## src/design/bwmm_pkg.sv

```systemverilog
// ----------------------------------------------------------------------------
// bwmm_pkg
// Shared types and sizes for the banked window min/max/mean block.
// ----------------------------------------------------------------------------
package bwmm_pkg;

   localparam int SLOTS_PER_BANK = 6;
   localparam int BANK_COUNT     = 3;
   localparam int AXES           = 3;

   localparam int SAMPLE_W = 16;
   localparam int BANK_W   = 2;
   localparam int CNT_W    = 3;

   localparam int ROW_COUNT  = BANK_COUNT * SLOTS_PER_BANK;
   localparam int ROW_W      = $clog2(ROW_COUNT);
   localparam int ROW_DATA_W = AXES * SAMPLE_W;

   // sum of up to SLOTS_PER_BANK signed samples, and its magnitude
   localparam int SUM_W = SAMPLE_W + $clog2(SLOTS_PER_BANK + 1);
   localparam int MAG_W = SUM_W - 1;

   // divider retires two quotient bits a cycle
   localparam int DIV_STEPS = (MAG_W + 1) / 2;
   localparam int QUO_W     = 2 * DIV_STEPS;
   localparam int REM_W     = CNT_W + 1;
   localparam int STEP_W    = $clog2(DIV_STEPS);

   localparam int QUEUE_DEPTH = 2;
   localparam int QPTR_W      = $clog2(QUEUE_DEPTH);
   localparam int QCNT_W      = $clog2(QUEUE_DEPTH + 1);

   typedef logic signed [SAMPLE_W-1:0] sample_type;

   typedef struct packed {
      logic [BANK_W-1:0] bank;
      logic [CNT_W-1:0]  count;
      sample_type        x;
      sample_type        y;
      sample_type        z;
   } item_type;

   typedef struct packed {
      logic full;
      logic empty;
   } queue_status_type;

   typedef enum logic [2:0] {
      ST_IDLE,
      ST_WRITE,
      ST_READ,
      ST_LAST,
      ST_DIV,
      ST_DONE
   } state_type;

endpackage

```

## src/design/bwmm_front.sv

```systemverilog
// ----------------------------------------------------------------------------
// bwmm_front
// Request intake: handshake against the queue and clamp bank and slot count.
// ----------------------------------------------------------------------------
module bwmm_front (
   input  logic                       req_valid,
   output logic                       req_stall,
   input  logic [bwmm_pkg::BANK_W-1:0] req_bank,
   input  logic [bwmm_pkg::CNT_W-1:0]  req_slot_count,
   input  bwmm_pkg::sample_type       req_sample_x,
   input  bwmm_pkg::sample_type       req_sample_y,
   input  bwmm_pkg::sample_type       req_sample_z,
   input  bwmm_pkg::queue_status_type q_status,
   output logic                       q_push,
   output bwmm_pkg::item_type         q_item
);

   localparam logic [bwmm_pkg::BANK_W-1:0] BANK_MAX =
      bwmm_pkg::BANK_W'(bwmm_pkg::BANK_COUNT - 1);
   localparam logic [bwmm_pkg::CNT_W-1:0] CNT_MAX =
      bwmm_pkg::CNT_W'(bwmm_pkg::SLOTS_PER_BANK);
   localparam logic [bwmm_pkg::CNT_W-1:0] CNT_MIN = bwmm_pkg::CNT_W'(1);

   assign req_stall = q_status.full;
   assign q_push    = req_valid && !q_status.full;

   always_comb begin
      q_item.bank  = (req_bank > BANK_MAX) ? BANK_MAX : req_bank;
      if (req_slot_count < CNT_MIN) begin
         q_item.count = CNT_MIN;
      end else if (req_slot_count > CNT_MAX) begin
         q_item.count = CNT_MAX;
      end else begin
         q_item.count = req_slot_count;
      end
      q_item.x = req_sample_x;
      q_item.y = req_sample_y;
      q_item.z = req_sample_z;
   end

endmodule

```

## src/design/bwmm_queue.sv

```systemverilog
// ----------------------------------------------------------------------------
// bwmm_queue
// Two-word queue between intake and the statistics engine.
// ----------------------------------------------------------------------------
module bwmm_queue (
   input  logic                       clock,
   input  logic                       reset,
   input  logic                       push,
   input  bwmm_pkg::item_type         push_item,
   input  logic                       pop,
   output bwmm_pkg::item_type         pop_item,
   output bwmm_pkg::queue_status_type status
);

   bwmm_pkg::item_type entry_ff [bwmm_pkg::QUEUE_DEPTH];

   logic [bwmm_pkg::QPTR_W-1:0] wr_ptr_ff, wr_ptr_in;
   logic [bwmm_pkg::QPTR_W-1:0] rd_ptr_ff, rd_ptr_in;
   logic [bwmm_pkg::QCNT_W-1:0] count_ff, count_in;

   always_comb begin
      wr_ptr_in = wr_ptr_ff;
      rd_ptr_in = rd_ptr_ff;
      count_in  = count_ff;
      if (push) begin
         wr_ptr_in = (wr_ptr_ff == bwmm_pkg::QPTR_W'(bwmm_pkg::QUEUE_DEPTH - 1)) ?
                     '0 : wr_ptr_ff + bwmm_pkg::QPTR_W'(1);
      end
      if (pop) begin
         rd_ptr_in = (rd_ptr_ff == bwmm_pkg::QPTR_W'(bwmm_pkg::QUEUE_DEPTH - 1)) ?
                     '0 : rd_ptr_ff + bwmm_pkg::QPTR_W'(1);
      end
      if (push && !pop) begin
         count_in = count_ff + bwmm_pkg::QCNT_W'(1);
      end else if (pop && !push) begin
         count_in = count_ff - bwmm_pkg::QCNT_W'(1);
      end
   end

   always_ff @(posedge clock) begin
      if (reset) begin
         wr_ptr_ff <= '0;
         rd_ptr_ff <= '0;
         count_ff  <= '0;
      end else begin
         wr_ptr_ff <= wr_ptr_in;
         rd_ptr_ff <= rd_ptr_in;
         count_ff  <= count_in;
      end
   end

   always_ff @(posedge clock) begin
      if (push) begin
         entry_ff[wr_ptr_ff] <= push_item;
      end
   end

   assign pop_item     = entry_ff[rd_ptr_ff];
   assign status.full  = (count_ff == bwmm_pkg::QCNT_W'(bwmm_pkg::QUEUE_DEPTH));
   assign status.empty = (count_ff == '0);

endmodule

```

## src/design/bwmm_back.sv

```systemverilog
// ----------------------------------------------------------------------------
// bwmm_back
// Statistics engine: store the sample, walk the bank, divide, hold result.
// ----------------------------------------------------------------------------
module bwmm_back (
   input  logic                       clock,
   input  logic                       reset,
   input  bwmm_pkg::queue_status_type q_status,
   input  bwmm_pkg::item_type         q_item,
   output logic                       q_pop,
   output logic                       rsp_valid,
   input  logic                       rsp_stall,
   output bwmm_pkg::sample_type       rsp_mean_x,
   output bwmm_pkg::sample_type       rsp_mean_y,
   output bwmm_pkg::sample_type       rsp_mean_z,
   output bwmm_pkg::sample_type       rsp_lowest_x,
   output bwmm_pkg::sample_type       rsp_lowest_y,
   output bwmm_pkg::sample_type       rsp_lowest_z,
   output bwmm_pkg::sample_type       rsp_highest_x,
   output bwmm_pkg::sample_type       rsp_highest_y,
   output bwmm_pkg::sample_type       rsp_highest_z
);

   localparam int AXES     = bwmm_pkg::AXES;
   localparam int SAMPLE_W = bwmm_pkg::SAMPLE_W;
   localparam int SUM_W    = bwmm_pkg::SUM_W;
   localparam int MAG_W    = bwmm_pkg::MAG_W;
   localparam int QUO_W    = bwmm_pkg::QUO_W;
   localparam int REM_W    = bwmm_pkg::REM_W;
   localparam int ROW_W    = bwmm_pkg::ROW_W;

   typedef struct packed {
      logic [QUO_W-1:0] quo;
      logic [REM_W-1:0] rem;
   } div_type;

   // two restoring steps; quotient bits shift in where dividend bits leave
   function automatic div_type div_two_steps(input div_type cur,
                                             input logic [REM_W-1:0] d);
      div_type          res;
      logic [REM_W-1:0] r;
      res = cur;
      for (int i = 0; i < 2; i++) begin
         r       = {res.rem[REM_W-2:0], res.quo[QUO_W-1]};
         res.quo = {res.quo[QUO_W-2:0], 1'b0};
         if (r >= d) begin
            r          = r - d;
            res.quo[0] = 1'b1;
         end
         res.rem = r;
      end
      return res;
   endfunction

   bwmm_pkg::state_type state_ff, state_in;

   bwmm_pkg::item_type             item_ff;
   logic [bwmm_pkg::CNT_W-1:0]     slot_ff;
   logic                           pend_ff;
   logic                           first_ff;
   logic [bwmm_pkg::STEP_W-1:0]    step_ff;

   logic [bwmm_pkg::ROW_DATA_W-1:0] mem [bwmm_pkg::ROW_COUNT];
   logic [bwmm_pkg::ROW_COUNT-1:0]  row_valid_ff;
   logic [bwmm_pkg::ROW_DATA_W-1:0] rd_data_ff;
   logic                            rd_vld_ff;

   logic signed [SUM_W-1:0]    sum_ff [AXES];
   bwmm_pkg::sample_type       lo_ff  [AXES];
   bwmm_pkg::sample_type       hi_ff  [AXES];
   div_type                    div_ff [AXES];
   logic                       neg_ff [AXES];

   logic signed [SUM_W-1:0]    sum_in [AXES];
   bwmm_pkg::sample_type       lo_in  [AXES];
   bwmm_pkg::sample_type       hi_in  [AXES];

   bwmm_pkg::sample_type       out_mean_ff [AXES];
   bwmm_pkg::sample_type       out_lo_ff   [AXES];
   bwmm_pkg::sample_type       out_hi_ff   [AXES];
   logic                       rsp_valid_ff;

   logic                       mem_we;
   logic                       mem_re;
   logic                       load_out;
   logic [ROW_W-1:0]           wr_row;
   logic [ROW_W-1:0]           rd_row;
   logic                       last_slot;
   logic [REM_W-1:0]           divisor;

   assign last_slot = (slot_ff == item_ff.count - bwmm_pkg::CNT_W'(1));
   assign divisor   = REM_W'(item_ff.count);
   assign wr_row    = ROW_W'(item_ff.bank) * ROW_W'(bwmm_pkg::SLOTS_PER_BANK)
                    + ROW_W'(item_ff.count - bwmm_pkg::CNT_W'(1));
   assign rd_row    = ROW_W'(item_ff.bank) * ROW_W'(bwmm_pkg::SLOTS_PER_BANK)
                    + ROW_W'(slot_ff);

   // next state
   always_comb begin
      state_in = state_ff;
      unique case (state_ff)
         bwmm_pkg::ST_IDLE:  if (!q_status.empty) state_in = bwmm_pkg::ST_WRITE;
         bwmm_pkg::ST_WRITE: state_in = bwmm_pkg::ST_READ;
         bwmm_pkg::ST_READ:  if (last_slot) state_in = bwmm_pkg::ST_LAST;
         bwmm_pkg::ST_LAST:  state_in = bwmm_pkg::ST_DIV;
         bwmm_pkg::ST_DIV: begin
            if (step_ff == bwmm_pkg::STEP_W'(bwmm_pkg::DIV_STEPS - 1)) begin
               state_in = bwmm_pkg::ST_DONE;
            end
         end
         bwmm_pkg::ST_DONE:  if (!rsp_valid_ff || !rsp_stall) state_in = bwmm_pkg::ST_IDLE;
         default:            state_in = bwmm_pkg::ST_IDLE;
      endcase
   end

   // control outputs
   always_comb begin
      q_pop    = 1'b0;
      mem_we   = 1'b0;
      mem_re   = 1'b0;
      load_out = 1'b0;
      unique case (state_ff)
         bwmm_pkg::ST_IDLE:  q_pop    = !q_status.empty;
         bwmm_pkg::ST_WRITE: mem_we   = 1'b1;
         bwmm_pkg::ST_READ:  mem_re   = 1'b1;
         bwmm_pkg::ST_LAST:  ;
         bwmm_pkg::ST_DIV:   ;
         bwmm_pkg::ST_DONE:  load_out = !rsp_valid_ff || !rsp_stall;
         default:            ;
      endcase
   end

   always_ff @(posedge clock) begin
      if (reset) begin
         state_ff     <= bwmm_pkg::ST_IDLE;
         row_valid_ff <= '0;
         pend_ff      <= 1'b0;
         rsp_valid_ff <= 1'b0;
      end else begin
         state_ff <= state_in;
         pend_ff  <= mem_re;
         if (mem_we) begin
            row_valid_ff[wr_row] <= 1'b1;
         end
         if (load_out) begin
            rsp_valid_ff <= 1'b1;
         end else if (!rsp_stall) begin
            rsp_valid_ff <= 1'b0;
         end
      end
   end

   // row store: one write port, one registered read port
   always_ff @(posedge clock) begin
      if (mem_we) begin
         mem[wr_row] <= {item_ff.z, item_ff.y, item_ff.x};
      end
      if (mem_re) begin
         rd_data_ff <= mem[rd_row];
         rd_vld_ff  <= row_valid_ff[rd_row];
      end
   end

   // fold the returning slot into the running sum, minimum and maximum
   always_comb begin
      bwmm_pkg::sample_type v;
      for (int a = 0; a < AXES; a++) begin
         v = rd_vld_ff ? rd_data_ff[a*SAMPLE_W +: SAMPLE_W] : '0;
         if (first_ff) begin
            sum_in[a] = SUM_W'(v);
            lo_in[a]  = v;
            hi_in[a]  = v;
         end else begin
            sum_in[a] = sum_ff[a] + SUM_W'(v);
            lo_in[a]  = (v < lo_ff[a]) ? v : lo_ff[a];
            hi_in[a]  = (v > hi_ff[a]) ? v : hi_ff[a];
         end
      end
   end

   always_ff @(posedge clock) begin
      if (q_pop) begin
         item_ff <= q_item;
      end
      if (state_ff == bwmm_pkg::ST_WRITE) begin
         slot_ff <= '0;
      end else if (mem_re) begin
         slot_ff <= slot_ff + bwmm_pkg::CNT_W'(1);
      end
      if (mem_re) begin
         first_ff <= (slot_ff == '0);
      end
      if (state_ff == bwmm_pkg::ST_LAST) begin
         step_ff <= '0;
      end else if (state_ff == bwmm_pkg::ST_DIV) begin
         step_ff <= step_ff + bwmm_pkg::STEP_W'(1);
      end
      for (int a = 0; a < AXES; a++) begin
         if (pend_ff) begin
            sum_ff[a] <= sum_in[a];
            lo_ff[a]  <= lo_in[a];
            hi_ff[a]  <= hi_in[a];
         end
         if (state_ff == bwmm_pkg::ST_LAST) begin
            // divide the magnitude, restore the sign afterward
            neg_ff[a]     <= sum_in[a][SUM_W-1];
            div_ff[a].quo <= sum_in[a][SUM_W-1] ?
                             QUO_W'(MAG_W'(-sum_in[a])) : QUO_W'(MAG_W'(sum_in[a]));
            div_ff[a].rem <= '0;
         end else if (state_ff == bwmm_pkg::ST_DIV) begin
            div_ff[a] <= div_two_steps(div_ff[a], divisor);
         end
         if (load_out) begin
            out_mean_ff[a] <= neg_ff[a] ? SAMPLE_W'(-div_ff[a].quo) : SAMPLE_W'(div_ff[a].quo);
            out_lo_ff[a]   <= lo_ff[a];
            out_hi_ff[a]   <= hi_ff[a];
         end
      end
   end

   assign rsp_valid     = rsp_valid_ff;
   assign rsp_mean_x    = out_mean_ff[0];
   assign rsp_mean_y    = out_mean_ff[1];
   assign rsp_mean_z    = out_mean_ff[2];
   assign rsp_lowest_x  = out_lo_ff[0];
   assign rsp_lowest_y  = out_lo_ff[1];
   assign rsp_lowest_z  = out_lo_ff[2];
   assign rsp_highest_x = out_hi_ff[0];
   assign rsp_highest_y = out_hi_ff[1];
   assign rsp_highest_z = out_hi_ff[2];

   a_last_to_div: assert property (@(posedge clock) disable iff (reset)
      state_ff == bwmm_pkg::ST_LAST |=> state_ff == bwmm_pkg::ST_DIV)
      else $error("walk end did not start the divide");

   a_slot_in_range: assert property (@(posedge clock) disable iff (reset)
      state_ff == bwmm_pkg::ST_READ |-> slot_ff < item_ff.count)
      else $error("slot walk ran past the count");

   a_result_from_done: assert property (@(posedge clock) disable iff (reset)
      $rose(rsp_valid_ff) |-> $past(state_ff) == bwmm_pkg::ST_DONE)
      else $error("result raised outside the done state");

   a_pend_after_read: assert property (@(posedge clock) disable iff (reset)
      state_ff == bwmm_pkg::ST_LAST |-> pend_ff)
      else $error("last slot data missing at walk end");

endmodule

```

## src/design/banked_window_min_max_mean_core.sv

```systemverilog
// ----------------------------------------------------------------------------
// banked_window_min_max_mean_core
// Banked per-axis mean, minimum and maximum over stored acceleration samples.
// ----------------------------------------------------------------------------
// Request word: bank, slot count and one X/Y/Z sample. Bank is clamped to
// the last bank, count to 1..6. The sample lands in slot count-1 of the bank,
// then slots 0..count-1 are walked and one response word carries the mean
// (truncated toward zero), minimum and maximum of each axis.
// Both channels use valid/stall; a word moves when valid is high and stall
// is low. A two-word queue sits behind the request port, so req_stall rises
// only when the queue is full.
// Each word walks the engine in order: queue pop, store write, one store
// read per slot, walk end, the radix-4 divide and result load.
// Reset clears the queue, the engine and every row-valid bit, so all slots
// read as zero until written. A stalled response holds in the output
// register while the engine works on the next queued word.
// ----------------------------------------------------------------------------
module banked_window_min_max_mean_core (
   input  logic                        clock,
   input  logic                        reset,
   input  logic                        req_valid,
   output logic                        req_stall,
   input  logic [bwmm_pkg::BANK_W-1:0] req_bank,
   input  logic [bwmm_pkg::CNT_W-1:0]  req_slot_count,
   input  bwmm_pkg::sample_type        req_sample_x,
   input  bwmm_pkg::sample_type        req_sample_y,
   input  bwmm_pkg::sample_type        req_sample_z,
   output logic                        rsp_valid,
   input  logic                        rsp_stall,
   output bwmm_pkg::sample_type        rsp_mean_x,
   output bwmm_pkg::sample_type        rsp_mean_y,
   output bwmm_pkg::sample_type        rsp_mean_z,
   output bwmm_pkg::sample_type        rsp_lowest_x,
   output bwmm_pkg::sample_type        rsp_lowest_y,
   output bwmm_pkg::sample_type        rsp_lowest_z,
   output bwmm_pkg::sample_type        rsp_highest_x,
   output bwmm_pkg::sample_type        rsp_highest_y,
   output bwmm_pkg::sample_type        rsp_highest_z
);

   bwmm_pkg::queue_status_type q_status;
   bwmm_pkg::item_type         push_item;
   bwmm_pkg::item_type         pop_item;
   logic                       q_push;
   logic                       q_pop;

   bwmm_front u_front (
      .req_valid      (req_valid),
      .req_stall      (req_stall),
      .req_bank       (req_bank),
      .req_slot_count (req_slot_count),
      .req_sample_x   (req_sample_x),
      .req_sample_y   (req_sample_y),
      .req_sample_z   (req_sample_z),
      .q_status       (q_status),
      .q_push         (q_push),
      .q_item         (push_item)
   );

   bwmm_queue u_queue (
      .clock     (clock),
      .reset     (reset),
      .push      (q_push),
      .push_item (push_item),
      .pop       (q_pop),
      .pop_item  (pop_item),
      .status    (q_status)
   );

   bwmm_back u_back (
      .clock         (clock),
      .reset         (reset),
      .q_status      (q_status),
      .q_item        (pop_item),
      .q_pop         (q_pop),
      .rsp_valid     (rsp_valid),
      .rsp_stall     (rsp_stall),
      .rsp_mean_x    (rsp_mean_x),
      .rsp_mean_y    (rsp_mean_y),
      .rsp_mean_z    (rsp_mean_z),
      .rsp_lowest_x  (rsp_lowest_x),
      .rsp_lowest_y  (rsp_lowest_y),
      .rsp_lowest_z  (rsp_lowest_z),
      .rsp_highest_x (rsp_highest_x),
      .rsp_highest_y (rsp_highest_y),
      .rsp_highest_z (rsp_highest_z)
   );

endmodule

```

## config.mk

```make
export PLATFORM = sky130hd
export DESIGN_NAME = banked_window_min_max_mean_core
export DESIGN_NICKNAME = d
export VERILOG_FILES = /design/src/design/bwmm_pkg.sv /design/src/design/bwmm_front.sv /design/src/design/bwmm_queue.sv /design/src/design/bwmm_back.sv /design/src/design/banked_window_min_max_mean_core.sv
export SDC_FILE = /design/constraint.sdc
export NUM_CORES = 2
export LEC_CHECK = 0
export BUFFER_PORTS_ARGS = -buffer_cell sky130_fd_sc_hd__buf_2
export CAP_MARGIN = 0
export CORE_ASPECT_RATIO = 1.75
export CORE_MARGIN = 2
export CORE_UTILIZATION = 45
export DETAILED_ROUTE_END_ITERATION = 8
export HOLD_SLACK_MARGIN = 0.12
export PLACE_DENSITY_LB_ADDON = 0.12
export SKIP_CTS_REPAIR_TIMING = 1
export SLEW_MARGIN = 10
export SYNTH_ARGS = -nofsm -noshare
export SYNTH_HDL_FRONTEND = slang
export SYNTH_SLANG_ARGS = --single-unit
export TNS_END_PERCENT = 20
```

## constraint.sdc

```tcl
create_clock -name clock -period 16.85 [get_ports clock]
set_clock_uncertainty 0.05 [all_clocks]
set_input_delay 1.685 -clock clock [delete_from_list [all_inputs] [get_ports clock]]
set_output_delay 1.685 -clock clock [all_outputs]
set_load 0.05 [all_outputs]
```

-- After elaboration in Yosys (flattened, before gate mapping)
Memories as Yosys holds them, arrays and structs flattened. A register that Yosys moved wholly into a read port is not among the register bits.
Index checks and enable logic that the tools add are counted.
- memories: 10
- word-level logic and storage cells: 196
- input port bits: 57
- register bits after elaboration: 36
- memory bits (writable): 1336
- memories (memory ; words ; bits a word ; rd ports ; clocked after memory_dff ; write ports ; line ; text):
    u_back.mem ; 18 ; 48 ; 1 ; 1 ; 1 ; bwmm_back.sv:63 ; logic [bwmm_pkg::ROW_DATA_W-1:0] mem [bwmm_pkg::ROW_COUNT];
    u_queue.entry_ff ; 2 ; 53 ; 1 ; 1 ; 1 ; bwmm_queue.sv:15 ; bwmm_pkg::item_type entry_ff [bwmm_pkg::QUEUE_DEPTH];
    u_back.div_ff ; 3 ; 22 ; 3 ; 0 ; 3 ; bwmm_back.sv:71 ; div_type div_ff [AXES];
    u_back.sum_ff ; 3 ; 19 ; 3 ; 0 ; 3 ; bwmm_back.sv:68 ; logic signed [SUM_W-1:0] sum_ff [AXES];
    u_back.hi_ff ; 3 ; 16 ; 3 ; 0 ; 3 ; bwmm_back.sv:70 ; bwmm_pkg::sample_type hi_ff [AXES];
    u_back.lo_ff ; 3 ; 16 ; 3 ; 0 ; 3 ; bwmm_back.sv:69 ; bwmm_pkg::sample_type lo_ff [AXES];
    +4 memories ; n/a ; n/a ; n/a ; n/a ; n/a ; n/a ;
- add/sub/neg operators: 25
- $lt $le $gt $ge: 18
- reductions and logical operators: 16
- equality and inequality tests: 13
- bitwise operators: 4
- mux-type cells: 98
- multiply operators: 1
- operators by type and width (operator ; count):
    $mux W16 ; 18
    $mux W22 ; 3
    $add A19 B16 Y19 ; 3
    $mux W19 ; 3
    $mux W18 ; 3
    $neg A18 Y18 ; 3
    $gt A16 B16 Y1 ; 3
    $lt A16 B16 Y1 ; 3
    $neg A16 Y16 ; 3
    $mux W3 ; 15
    $mux W1 ; 41
    $mux W4 ; 9
    $ge A4 B3 Y1 ; 6
    $or A18 B18 Y18 ; 1
    $pmux W3 S6 ; 1
    $lt A5 B6 Y1 const B ; 2
    $sub A4 B3 Y4 ; 3
    $sub A3 B3 Y3 ; 3
    $ne A2 B1 Y1 const B ; 4
    $eq A3 B2 Y1 const B ; 2
    $eq A3 B3 Y1 const B ; 2
    $logic_not A1 Y1 ; 6
    $logic_not A3 Y1 ; 2
    $mux W2 ; 3
    other kinds (27) ; 33

-- Depth between registers and ports, before layout
An unclocked memory read counts as a cell.
- depth after elaboration: 10
- mapped depth: 21
- gate-level depth less buffers: 16

-- By module
From an unflattened synthesis, not the netlist that was laid out.
- cells, all modules: 3923
- area, all modules: 63564.7 um^2
- by module, submodules not included (module ; sequential area each (um^2) ; area an instance (um^2) ; times used ; cells each):
    bwmm_back ; 40538.9 ; 59105.4 ; 1 ; 3679
    bwmm_queue ; 3283.1 ; 4048.9 ; 1 ; 187
    bwmm_front ; 0.0 ; 410.4 ; 1 ; 57

-- Worst setup path after synthesis
OpenSTA, ideal clock, no wires.
- path kind: in2reg
- from: input rsp_stall
- to: memory u_back.out_hi_ff[0][0] (netlist bit) (enable)
- cell stages on the path: 1
- required time: 16.105 ns
- library setup time: 0.695 ns
- buffers on the path: 0
- path slack: 7.475 ns
- arrival time: 8.630 ns
- cells stage by stage: a21oi_1
- RTL lines (item ; line ; text):
    start: declaration ; banked_window_min_max_mean_core.sv:29 ; input logic rsp_stall,
    end: declaration ; bwmm_back.sv:80 ; bwmm_pkg::sample_type out_hi_ff [AXES];

==> results.py <==
metrics = {
    "yosys": {
        "seq_area_frac_synth": 0.701,
        "synth.top_cell.area_share": 0.690,
        "ys_types": 93,
        "async_flop_share": 0,
        "synth_area_per_cell_um2": 16.4,
        "ys_ff_latch": 1470,
        "yosys_warnings": 0,
        "synth_top_area_cell": "edfxtp_1",
        "syn_nets": 3982,
        "synth_area_leaders": "edfxtp_1 69%, mux4_2 8.8%, ha_1 2.3%",
        "synth_edf_count": 1436,
        "synth_area_mm2": 0.0625,
        "dominantRegCellSynth": "edfxtp_1",
        "syn_inst": 3802,
    },
    "cts": {
        "h-tree-depth": 4,
        "clock_latency_ps": 770,
        "cts_buffers": 137,
        "clk_path_buf_depth": 3,
        "root_buffer": "clkbuf_16",
        "cts_tree": "built",
        "cts_sinks": 1470,
        "clk_pin_slew_worst_paths_ps": 70,
    },
    "pwr": {
        "combPwrFrac": 0.307,
        "p_per_area_mw_per_mm2": 176,
        "intPower_mw": 8.28,
        "cellLeakagePower_nw": 23.6,
        "ir_drop_mv": 0.126,
        "seqPwrFrac": 0.440,
        "clkPwrFrac": 0.254,
        "p_sw_mw": 4.08,
        "power_switching_share": 0.330,
    },
    "floorplanning": {
        "rows": 180,
        "chipHeight_um": 497,
        "dieWidth_um": 286,
        "ioPinCount": 203,
        "start_util": 0.454,
        "fp.dieArea_mm2": 0.142,
        "core-area_mm2": 0.138,
    },
    "global_routing": {
        "grt.met1_usage": 0.256,
        "antenna_found_initial": 6,
        "track_usage": 0.208,
        "first_global_vias": 34600,
        "met2_usage": 0.375,
        "grt-busiest-layer": "met2",
        "overflow": 0,
        "grt_pass1_wl_um": 219000,
        "use_met3": 0.0271,
        "grt_max_degree": 76,
    },
    "detailed_routing": {
        "via_per_inst": 5.61,
        "wl_um": 147000,
        "first_iter_violations": 2875,
        "route.detailed.drc": 0,
        "num_vias": 33400,
        "wl_per_cell_um": 24.6,
        "first_pass_iters": 7,
        "ant_nets": 0,
    },
    "worst_setup_path": {
        "slowest_delay_ps": 590,
        "crit_type": "reg -> reg",
        "cp-end-kind": "flop",
        "worstRegToRegCells": 16,
        "required_ps": 17280,
        "crit_fanout": 61,
        "startpoint_type": "flop",
        "crit_arrival_ps": 5790,
        "crit_slowest_cell": "buf_4",
        "cp_cell_sequence": "buf_4 -> buf_4 -> and2_1 -> ha_1 -> ha_1 -> a21oi_1 -> nor4_2 -> o32ai_1 -> a2111o_1 -> nand3_1 -> xnor2_1 -> or3_1 -> or3_1 -> o41ai_1 -> xor2_1 -> a21oi_1",
    },
    "timing": {
        "tns_ps": 0,
        "relSlewSlack": 0.233,
        "max_freq_mhz": 186,
        "grt_setup_unrepaired": "false",
        "min_period_over_period": 0.318,
        "hold_violations": 0,
        "fin_crit_ps": 5360,
        "worst_pin_slew_ps": 1140,
        "finalSetupViolations": 0,
        "maxSlewViolCount": 0,
    },
    "cells_and_area": {
        "nets": 4209,
        "area_growth_pct": 12.4,
        "instances_no_fill": 5959,
        "drive_gt1_frac": 0.203,
    },
    "placed_design": {
        "port_buffers": 202,
        "dp.cells": 5710,
        "hpwlAfterDp_um": 90100,
        "globalplace.congestion": 0.845,
    },
    "hold_path": {
        "hold_path_class": "reg -> reg",
        "whs_path_depth": 0,
    },
    "job": {
        "cap_viol_max_count": 0,
    },
    "status": {
        "status": "complete, no violations",
    },
}
[layer usage]
layer / vias to the layer above / wire, um / share of wire
met5: - / 0 / 0
met4: 0 / 4430 / 0.030
met3: 239 / 5480 / 0.037
met2: 774 / 77900 / 0.53
met1: 17100 / 58700 / 0.40
li1: 15400 / - / -
[metrics by stage]
stage	utilization	hold WS (ps)	total power [mW]	setup WS [ps]	instance area, um2
4_1_cts	0.511	401	12.5	11500	70300
3_5_place_dp	0.478	384	9.36	11490	65800
6_report	0.511	400	12.4	11490	70300
2_1_floorplan	-	376	8.05	7470	62500
3_3_place_gp	0.478	387	9.31	11570	65800
5_1_grt	0.511	408	13.0	11020	70300
[synthesized netlist by cell type (27+ instances only)]
| cell type | number |
|---|---|
| edfxtp_1 | 1436 |
| dfxtp_1 | 34 |
| xnor2_1 | 117 |
| nor3_1 | 43 |
| ha_1 | 115 |
| nand2b_1 | 29 |
| a21oi_1 | 148 |
| nor2_1 | 163 |
| mux4_2 | 245 |
| o21ai_0 | 182 |
| xor2_1 | 41 |
| inv_1 | 149 |
| a21o_1 | 27 |
| clkbuf_1 | 120 |
| mux2_2 | 64 |
| nand3_1 | 52 |
| o31ai_1 | 29 |
| mux2i_1 | 61 |
| and2_1 | 31 |
| nand2_1 | 256 |
[final timing paths]
kind	from	endpoint	slack, ps
worst min-delay path	u_back.lo_ff[0][10]	u_back.out_lo_ff[0][10]	400
worst min register to register	u_back.lo_ff[0][10]	u_back.out_lo_ff[0][10]	400
worst max register to register	u_back.rd_vld_ff	u_back.div_ff[0][21]	11490
worst max-delay path	u_back.rd_vld_ff	u_back.div_ff[0][21]	11490
[cell type report]
cell class	instances	area [um2]
Fill cell	11400	67300
Sequential cell	1470	43800
Multi-Input combinational cell	2010	17700
Clock buffer	156	3580
Tap cell	1820	2280
Timing Repair Buffer	259	1450
Clock inverter	92	918
Inverter	151	567
Antenna cell	1	2.50
[placed cells by master, fill, tap and decap left out, drive strengths merged, types with 31 or more instances in the layout]
cell type,n
a21oi,150
and2,31
buf,259
clkbuf,156
clkinv,66
dfxtp,34
edfxtp,1436
ha,115
inv,157
mux2,64
mux2i,61
mux4,245
nand2,257
nand3,52
nor2,163
nor3,44
o21ai,192
o31ai,31
xnor2,117
xor2,41
[critical path, delay by kind of cell, from the launching register on]
family | cells | cell delay, ps
flops | 1 | 320
compound gates | 5 | 1150
buf+inv | 2 | 1080
xor+xnor | 2 | 320
fa+ha+maj | 2 | 450
simple gates | 5 | 1670
[cell families after synthesis]
group / Yosys count / synth area share
xor+xnor: 159 / 0.0225
simple gates: 743 / 0.0581
fa+ha+maj: 131 / 0.0269
buf+inv: 322 / 0.0204
mux: 370 / 0.110
flops: 1470 / 0.701
compound gates: 607 / 0.0618
[registers in the layout, indices dropped and copies added (netlist names), 2 cells and up]
| register | flops |
|---|---|
| u_back.out_lo_ff | 48 |
| u_back.row_valid_ff | 18 |
| u_back.mem | 864 |
| u_back.out_hi_ff | 48 |
| u_back.neg_ff | 3 |
| u_back.item_ff | 50 |
| u_back.slot_ff | 3 |
| u_back.step_ff | 4 |
| u_back.out_mean_ff | 48 |
| u_queue.entry_ff | 106 |
| u_back.hi_ff | 48 |
| u_back.lo_ff | 48 |
| u_back.div_ff | 63 |
| u_back.sum_ff | 57 |
| u_back.state_ff | 3 |
| u_queue.count_ff | 2 |
| u_back.divisor | 3 |
| u_back.rd_data_ff | 48 |
[power groups by stage]
stage	combinational [mW]	clock, mW	sequential [mW]
finish	3.79	3.14	5.43
global route	4.18	3.35	5.51
CTS	3.86	3.22	5.44
detailed placement	3.84	0	5.52
global placement	3.82	0	5.49
floorplan	2.79	0	5.26
Power figures use the tool's default switching activity.
